File: src/rtl/ufr_pkg.sv
// Package with the types, codes and constants shared by the UART frame receiver.
`timescale 1ns / 1ps

package ufr_pkg;

  localparam int unsigned MAX_FRAME_DEF = 1024;

  localparam int unsigned BYTE_W   = 8;
  localparam int unsigned INDEX_W  = 10;
  localparam int unsigned TOTAL_W  = 11;
  localparam int unsigned LEN_W    = 16;
  localparam int unsigned CFG_W    = 11;
  localparam int unsigned CFG_IDX_W = 1;

  localparam logic [TOTAL_W-1:0] FRAME_LIMIT_RST = 11'd1024;
  localparam logic [BYTE_W-1:0]  START_FLAG_RST  = 8'd0;

  // Frame bytes outside the payload: flag, type, two length bytes, checksum.
  localparam logic [LEN_W:0] HDR_TRL_BYTES = 17'd5;

  typedef enum logic [CFG_IDX_W-1:0] {
    CFG_START_FLAG  = 1'b0,
    CFG_FRAME_LIMIT = 1'b1
  } cfg_idx_t;

  typedef enum logic [1:0] {
    ST_OK    = 2'd0,
    ST_CSUM  = 2'd1,
    ST_LEN   = 2'd2,
    ST_FAULT = 2'd3
  } frame_status_t;

  typedef struct packed {
    logic [BYTE_W-1:0] rx_byte;
    logic              link_fault;
  } in_item_t;

  typedef struct packed {
    logic [BYTE_W-1:0]  frame_kind;
    logic [BYTE_W-1:0]  payload_byte;
    logic [INDEX_W-1:0] payload_index;
    logic               frame_end;
    logic [1:0]         frame_status;
    logic [TOTAL_W-1:0] total_length;
  } out_item_t;

endpackage

File: src/rtl/uart_frame_receiver.sv
// UART frame receiver: start flag, type, length, payload and additive checksum.
`timescale 1ns / 1ps

// The block takes one received byte per request and can accept a request in every
// clock cycle; the only thing that holds it back is a result waiting in the output
// register while out_ready is low, since a new request is then taken only if that
// result leaves in the same cycle. A result appears in the cycle after the byte that
// causes it. Bytes are dropped until one equals the start flag; the type byte and a
// little-endian 16-bit length follow. A frame longer than frame_limit or MAX_FRAME
// bytes in total ends at once with a length error. Each payload byte is passed on
// with its index, and the checksum byte, compared against the 8-bit sum of all
// earlier frame bytes, ends the frame with an ok or checksum-error status. A link
// fault ends a frame in progress with its own status and is ignored while hunting.
// Configuration writes take effect on the next cycle and should be made while idle.
module uart_frame_receiver
  import ufr_pkg::*;
#(
  parameter int unsigned MAX_FRAME = MAX_FRAME_DEF
) (
  input  logic                 clk,
  input  logic                 rst_n,
  input  logic                 cfg_we,
  input  logic [CFG_IDX_W-1:0] cfg_index,
  input  logic [CFG_W-1:0]     cfg_wdata,
  input  logic                 in_valid,
  output logic                 in_ready,
  input  in_item_t             in_data,
  output logic                 out_valid,
  input  logic                 out_ready,
  output out_item_t            out_data
);

  localparam int unsigned CNT_W = $clog2(MAX_FRAME);

  typedef enum logic [5:0] {
    PH_HUNT   = 6'b000001,
    PH_KIND   = 6'b000010,
    PH_LEN_LO = 6'b000100,
    PH_LEN_HI = 6'b001000,
    PH_DATA   = 6'b010000,
    PH_CHECK  = 6'b100000
  } phase_t;

  logic [BYTE_W-1:0]  start_flag_r;
  logic [TOTAL_W-1:0] frame_limit_r;

  phase_t             phase_r,   phase_nxt;
  logic [BYTE_W-1:0]  kind_r,    kind_nxt;
  logic [LEN_W-1:0]   plen_r,    plen_nxt;
  logic [CNT_W-1:0]   count_r,   count_nxt;
  logic [BYTE_W-1:0]  sum_r,     sum_nxt;
  logic               out_valid_r, out_valid_nxt;
  out_item_t          out_data_r,  out_data_nxt;

  logic               in_fire;
  logic               emit;
  out_item_t          result;
  logic [LEN_W-1:0]   len_full;
  logic [LEN_W:0]     total;
  logic [CNT_W:0]     count_inc;
  logic [BYTE_W-1:0]  sum_add;

  assign in_ready  = !out_valid_r || out_ready;
  assign in_fire   = in_valid && in_ready;
  assign out_valid = out_valid_r;
  assign out_data  = out_data_r;

  assign sum_add   = sum_r + in_data.rx_byte;
  assign len_full  = {in_data.rx_byte, plen_r[BYTE_W-1:0]};
  assign total     = {1'b0, len_full} + HDR_TRL_BYTES;
  assign count_inc = {1'b0, count_r} + {{CNT_W{1'b0}}, 1'b1};

  always_comb begin
    phase_nxt = phase_r;
    kind_nxt  = kind_r;
    plen_nxt  = plen_r;
    count_nxt = count_r;
    sum_nxt   = sum_r;
    emit      = 1'b0;
    result.frame_kind    = kind_r;
    result.payload_byte  = '0;
    result.payload_index = '0;
    result.frame_end     = 1'b1;
    result.frame_status  = ST_OK;
    result.total_length  = '0;
    if (in_data.link_fault) begin
      if (phase_r != PH_HUNT) begin
        emit                = 1'b1;
        result.frame_status = ST_FAULT;
        phase_nxt           = PH_HUNT;
      end
    end else begin
      case (phase_r)
        PH_KIND: begin
          kind_nxt  = in_data.rx_byte;
          sum_nxt   = sum_add;
          phase_nxt = PH_LEN_LO;
        end
        PH_LEN_LO: begin
          plen_nxt  = {{(LEN_W-BYTE_W){1'b0}}, in_data.rx_byte};
          sum_nxt   = sum_add;
          phase_nxt = PH_LEN_HI;
        end
        PH_LEN_HI: begin
          plen_nxt = len_full;
          sum_nxt  = sum_add;
          if (total > (LEN_W+1)'(MAX_FRAME) ||
              total > {{(LEN_W+1-TOTAL_W){1'b0}}, frame_limit_r}) begin
            emit                = 1'b1;
            result.frame_status = ST_LEN;
            phase_nxt           = PH_HUNT;
          end else begin
            count_nxt = '0;
            phase_nxt = (len_full == '0) ? PH_CHECK : PH_DATA;
          end
        end
        PH_DATA: begin
          emit                 = 1'b1;
          result.payload_byte  = in_data.rx_byte;
          result.payload_index = INDEX_W'(count_r);
          result.frame_end     = 1'b0;
          sum_nxt              = sum_add;
          count_nxt            = count_inc[CNT_W-1:0];
          if ((LEN_W+1)'(count_inc) >= {1'b0, plen_r}) begin
            phase_nxt = PH_CHECK;
          end
        end
        PH_CHECK: begin
          emit = 1'b1;
          if (in_data.rx_byte == sum_r) begin
            result.total_length = TOTAL_W'({1'b0, plen_r} + HDR_TRL_BYTES);
          end else begin
            result.frame_status = ST_CSUM;
          end
          phase_nxt = PH_HUNT;
        end
        default: begin
          if (in_data.rx_byte == start_flag_r) begin
            kind_nxt  = '0;
            plen_nxt  = '0;
            count_nxt = '0;
            sum_nxt   = in_data.rx_byte;
            phase_nxt = PH_KIND;
          end else begin
            phase_nxt = PH_HUNT;
          end
        end
      endcase
    end
  end

  always_comb begin
    out_valid_nxt = out_valid_r && !out_ready;
    out_data_nxt  = out_data_r;
    if (in_fire && emit) begin
      out_valid_nxt = 1'b1;
      out_data_nxt  = result;
    end
  end

  always_ff @(posedge clk) begin
    if (!rst_n) begin
      start_flag_r  <= START_FLAG_RST;
      frame_limit_r <= FRAME_LIMIT_RST;
    end else if (cfg_we) begin
      case (cfg_index)
        CFG_START_FLAG:  start_flag_r  <= cfg_wdata[BYTE_W-1:0];
        CFG_FRAME_LIMIT: frame_limit_r <= cfg_wdata[TOTAL_W-1:0];
        default: begin
        end
      endcase
    end
  end

  always_ff @(posedge clk) begin
    if (!rst_n) begin
      phase_r     <= PH_HUNT;
      kind_r      <= '0;
      plen_r      <= '0;
      count_r     <= '0;
      sum_r       <= '0;
      out_valid_r <= 1'b0;
    end else begin
      if (in_fire) begin
        phase_r <= phase_nxt;
        kind_r  <= kind_nxt;
        plen_r  <= plen_nxt;
        count_r <= count_nxt;
        sum_r   <= sum_nxt;
      end
      out_valid_r <= out_valid_nxt;
    end
  end

  always_ff @(posedge clk) begin
    out_data_r <= out_data_nxt;
  end

  // A payload result never carries an end status or a length.
  a_data_clean: assert property (@(posedge clk) disable iff (!rst_n)
    out_valid_r && !out_data_r.frame_end |->
      out_data_r.frame_status == ST_OK && out_data_r.total_length == '0)
    else $error("payload result with end fields set");

  // A payload byte always yields a result in the next cycle.
  a_data_emits: assert property (@(posedge clk) disable iff (!rst_n)
    in_fire && phase_r == PH_DATA && !in_data.link_fault |=>
      out_valid_r && !out_data_r.frame_end)
    else $error("payload byte without result");

  // The checksum byte always closes the frame and returns to hunting.
  a_check_ends: assert property (@(posedge clk) disable iff (!rst_n)
    in_fire && phase_r == PH_CHECK |=>
      out_valid_r && out_data_r.frame_end && phase_r == PH_HUNT)
    else $error("checksum byte did not end the frame");

endmodule

File: config.mk
export PLATFORM = sky130hd
export DESIGN_NAME = uart_frame_receiver
export DESIGN_NICKNAME = d
export VERILOG_FILES = /design/src/rtl/ufr_pkg.sv /design/src/rtl/uart_frame_receiver.sv
export SDC_FILE = /design/constraint.sdc
export NUM_CORES = 1
export LEC_CHECK = 0
export BUFFER_PORTS_ARGS = -buffer_cell sky130_fd_sc_hd__buf_2
export CAP_MARGIN = 25
export CORE_MARGIN = 3
export CORE_UTILIZATION = 45
export DETAILED_ROUTE_END_ITERATION = 8
export SETUP_SLACK_MARGIN = 0.02
export SYNTH_ARGS = -nofsm -noshare
export SYNTH_HDL_FRONTEND = slang
export SYNTH_SLANG_ARGS = --single-unit
File: constraint.sdc
create_clock -name clk -period 7.8 [get_ports clk]
set_input_delay 1.56 -clock clk [delete_from_list [all_inputs] [get_ports clk]]
set_output_delay 1.56 -clock clk [all_outputs]
set_load 0.01 [all_outputs]
==> results.yml <==
die:
  fp.dieH_um: 120
  io_pins: 68
  die_w_um: 120
  initial_utilization_pct: 46.3
  coreArea_mm2: 0.0127
  num_rows: 41
  fp.dieArea_mm2: 0.0145
power:
  p_leak_nw: 2.64
  finalPower_w: 0.00110
  peakVddDrop_mv: 0.126
  p_per_area_mw_per_mm2: 168
synthesis:
  synthDistinctLibCells: 69
  async_flop_share_pct: 0
  syn_area_mm2: 0.00588
  syn_nets: 703
  syn_inst: 643
  netlist.area_leader.share_pct: 23.1
  synth-seq-cells: 108
  synth_edf_count: 40
  synth-seq-area-share_pct: 43.5
  ys.flop_type: "dfxtp_1"
  synth_area_leaders: "dfxtp_1 23%, edfxtp_1 20%, ha_1 7.0%, nand2_1 5.0%, a21oi_1 3.7%"
  synth.avg_cell_area_um2: 9.15
  yosysTopAreaCell: "dfxtp_1"
  yosys_warnings: 0
drt:
  dr.pass1.iters: 4
  drtAntennaViolNets: 0
  dr.first_iter.drc_count: 342
  viasPerCell: 5.56
  drcViolationCount: 0
  finalWirelength_um: 14300
  dr_total_vias: 4778
  wl_per_cell_um: 16.6
finish:
  final_cell_mix: "79 x nand2_1, 68 x dfxtp_1, 67 x buf_2"
  fin_util_pct: 51.3
  area_delta_synth_final_pct: 11.0
  antenna_cells: 0
  nets: 742
  final_cell_count_no_fill: 859
  drive_gt1_share_pct: 14.7
  layout_commonest_cell: "nand2_1"
worst_setup_path:
  critPathMaxFanout: 40
  critPathMaxStageDelay_ns: 0.64
  slowest_stage: "o21ai_2"
  cp.depth: 12
  crit_family: "compound AO/OA/AOI/OAI gates"
  start_kind: "input port"
  cp.arrival_ns: 4.33
  critical_path_required_ns: 7.85
  cp_common_cell: "nand2_1"
  cp.buffers_inverters: 2
  cp-end-kind: "flip-flop"
  crit_type: "in -> reg"
  ff2ff_path_depth: 12
  path_cells: "buf_2, nand2_1, xnor2_1, ha_1, nand2_1, nor4_1, nand2_1, o221ai_1, nand4_2, o21ai_2, a31oi_4, buf_4"
clock_tree:
  cts.repair.resized: 0
  cts_tree: "done"
  cts_hold_buf: 0
  path_clk_slew_ns: 0.07
  insertion_delay_ns: 0.35
  postCtsSetupBuffers: 0
  clk_path_buf_depth: 2
  numCtsBuffers: 9
  cts-root-buf: "clkbuf_16"
  cts.htree.levels: 3
  clock-sinks: 108
min_path:
  hold_class: "reg -> reg"
  whs_path_depth: 0
sta:
  fin_tns_setup_ns: 0
  fin_skew_ns: 0.00624
  hold_violations: 0
  slew_violations: 0
  maxSlewHeadroom_pct: 43.9
  setup_ws_ns: 3.52
  max_freq_ghz: 0.234
  rsz0062_at_grt: "no"
  min_period_ns: 4.28
  tightest_slew_ns: 0.839
  setup_violations: 0
  min_period_over_period_pct: 54.9
grt:
  grt_pass1_vias: 4505
  gr-total-overflow: 0
  grt.total_usage_pct: 20.1
  antenna_found_initial: 0
  grt_max_degree: 59
  grt_pass1_wl_um: 23100
place:
  dpl.cell_count: 843
  dp_slack_ns: 3.18
  portBuffers: 67
  place_congestion: 0.871
  dpl.hpwl_um: 10100
flow_run:
  drv_cap: 0
status:
  status: "completed"
registers in the layout, summed over array words and instances, names as in the netlist:
signal	count
start_flag_r	8
plen_r	16
out_data	40
count_r	10
kind_r	8
frame_limit_r	11
sum_r	8
phase_r	6
out_valid	1
cells in the mapped netlist, types with 9 or more instances:
| library cell | count |
|---|---|
| inv_1 | 36 |
| and3_1 | 28 |
| a22oi_1 | 16 |
| a21o_1 | 9 |
| nor2b_1 | 10 |
| xor2_1 | 17 |
| a21oi_1 | 44 |
| edfxtp_1 | 40 |
| nand3_1 | 19 |
| nand4_1 | 10 |
| dfxtp_1 | 68 |
| o21ai_0 | 16 |
| clkbuf_1 | 25 |
| nor2_1 | 52 |
| xnor2_1 | 15 |
| nand2_1 | 79 |
| ha_1 | 33 |
| nor3_1 | 11 |
final cells by class:
type | count | area, um^2
Clock buffer | 11 | 233
Multi-Input combinational cell | 458 | 3010
Timing Repair Buffer | 69 | 350
Clock inverter | 5 | 27.5
Tap cell | 172 | 215
Sequential cell | 108 | 2560
Fill cell | 1237 | 6190
Inverter | 36 | 135
cell families (layout without fill, tap and decap cells):
family / after synthesis / after routing / synth area share (%)
AO/OA/AOI/OAI: 145 / 145 / 17.4
XOR/XNOR: 32 / 32 / 4.76
adder cells (fa/ha/maj): 34 / 34 / 7.36
buffers and inverters: 77 / 121 / 5.61
flip-flops: 108 / 108 / 43.5
multiplexers: 4 / 4 / 0.680
AND/OR/NAND/NOR: 243 / 243 / 20.6
worst paths after layout:
check | from | to | slack [ns]
hold / removal | kind_r[3]$_SDFFE_PN0P_ | out_data[35]$_DFFE_PP_ | 0.44
setup reg to reg | plen_r[0]$_SDFFE_PN0P_ | out_data[1]$_SDFFCE_PP0P_ | 3.82
hold reg to reg | kind_r[3]$_SDFFE_PN0P_ | out_data[35]$_DFFE_PP_ | 0.44
setup / recovery | in_data[1] | out_data[1]$_SDFFCE_PP0P_ | 3.52
through the flow:
stage	instance area, um^2	hold WS (ns)
2_1_floorplan	5880	0.409
3_3_place_gp	6270	0.424
3_5_place_dp	6270	0.419
4_1_cts	6530	0.438
5_1_grt	6530	0.450
6_report	6530	0.443
layer usage:
layer	GRT usage, %	vias to the layer above	wire length (um)
met4	6.44	0	251
met5	0	-	0
met2	33.0	99	6650
li1	-	2381	-
met3	3.60	15	691
met1	27.2	2283	6690
report_power, final:
part	switching, W	total (W)	internal, W	leakage [nW]
combinational	0.0000545	0.0000812	0.0000267	1.59
clock	0.000204	0.000419	0.000215	0.123
sequential	0.00000480	0.000598	0.000593	0.927
total	0.000263	0.00110	0.000835	2.64
Note: power is estimated with default switching activity, not from simulation.
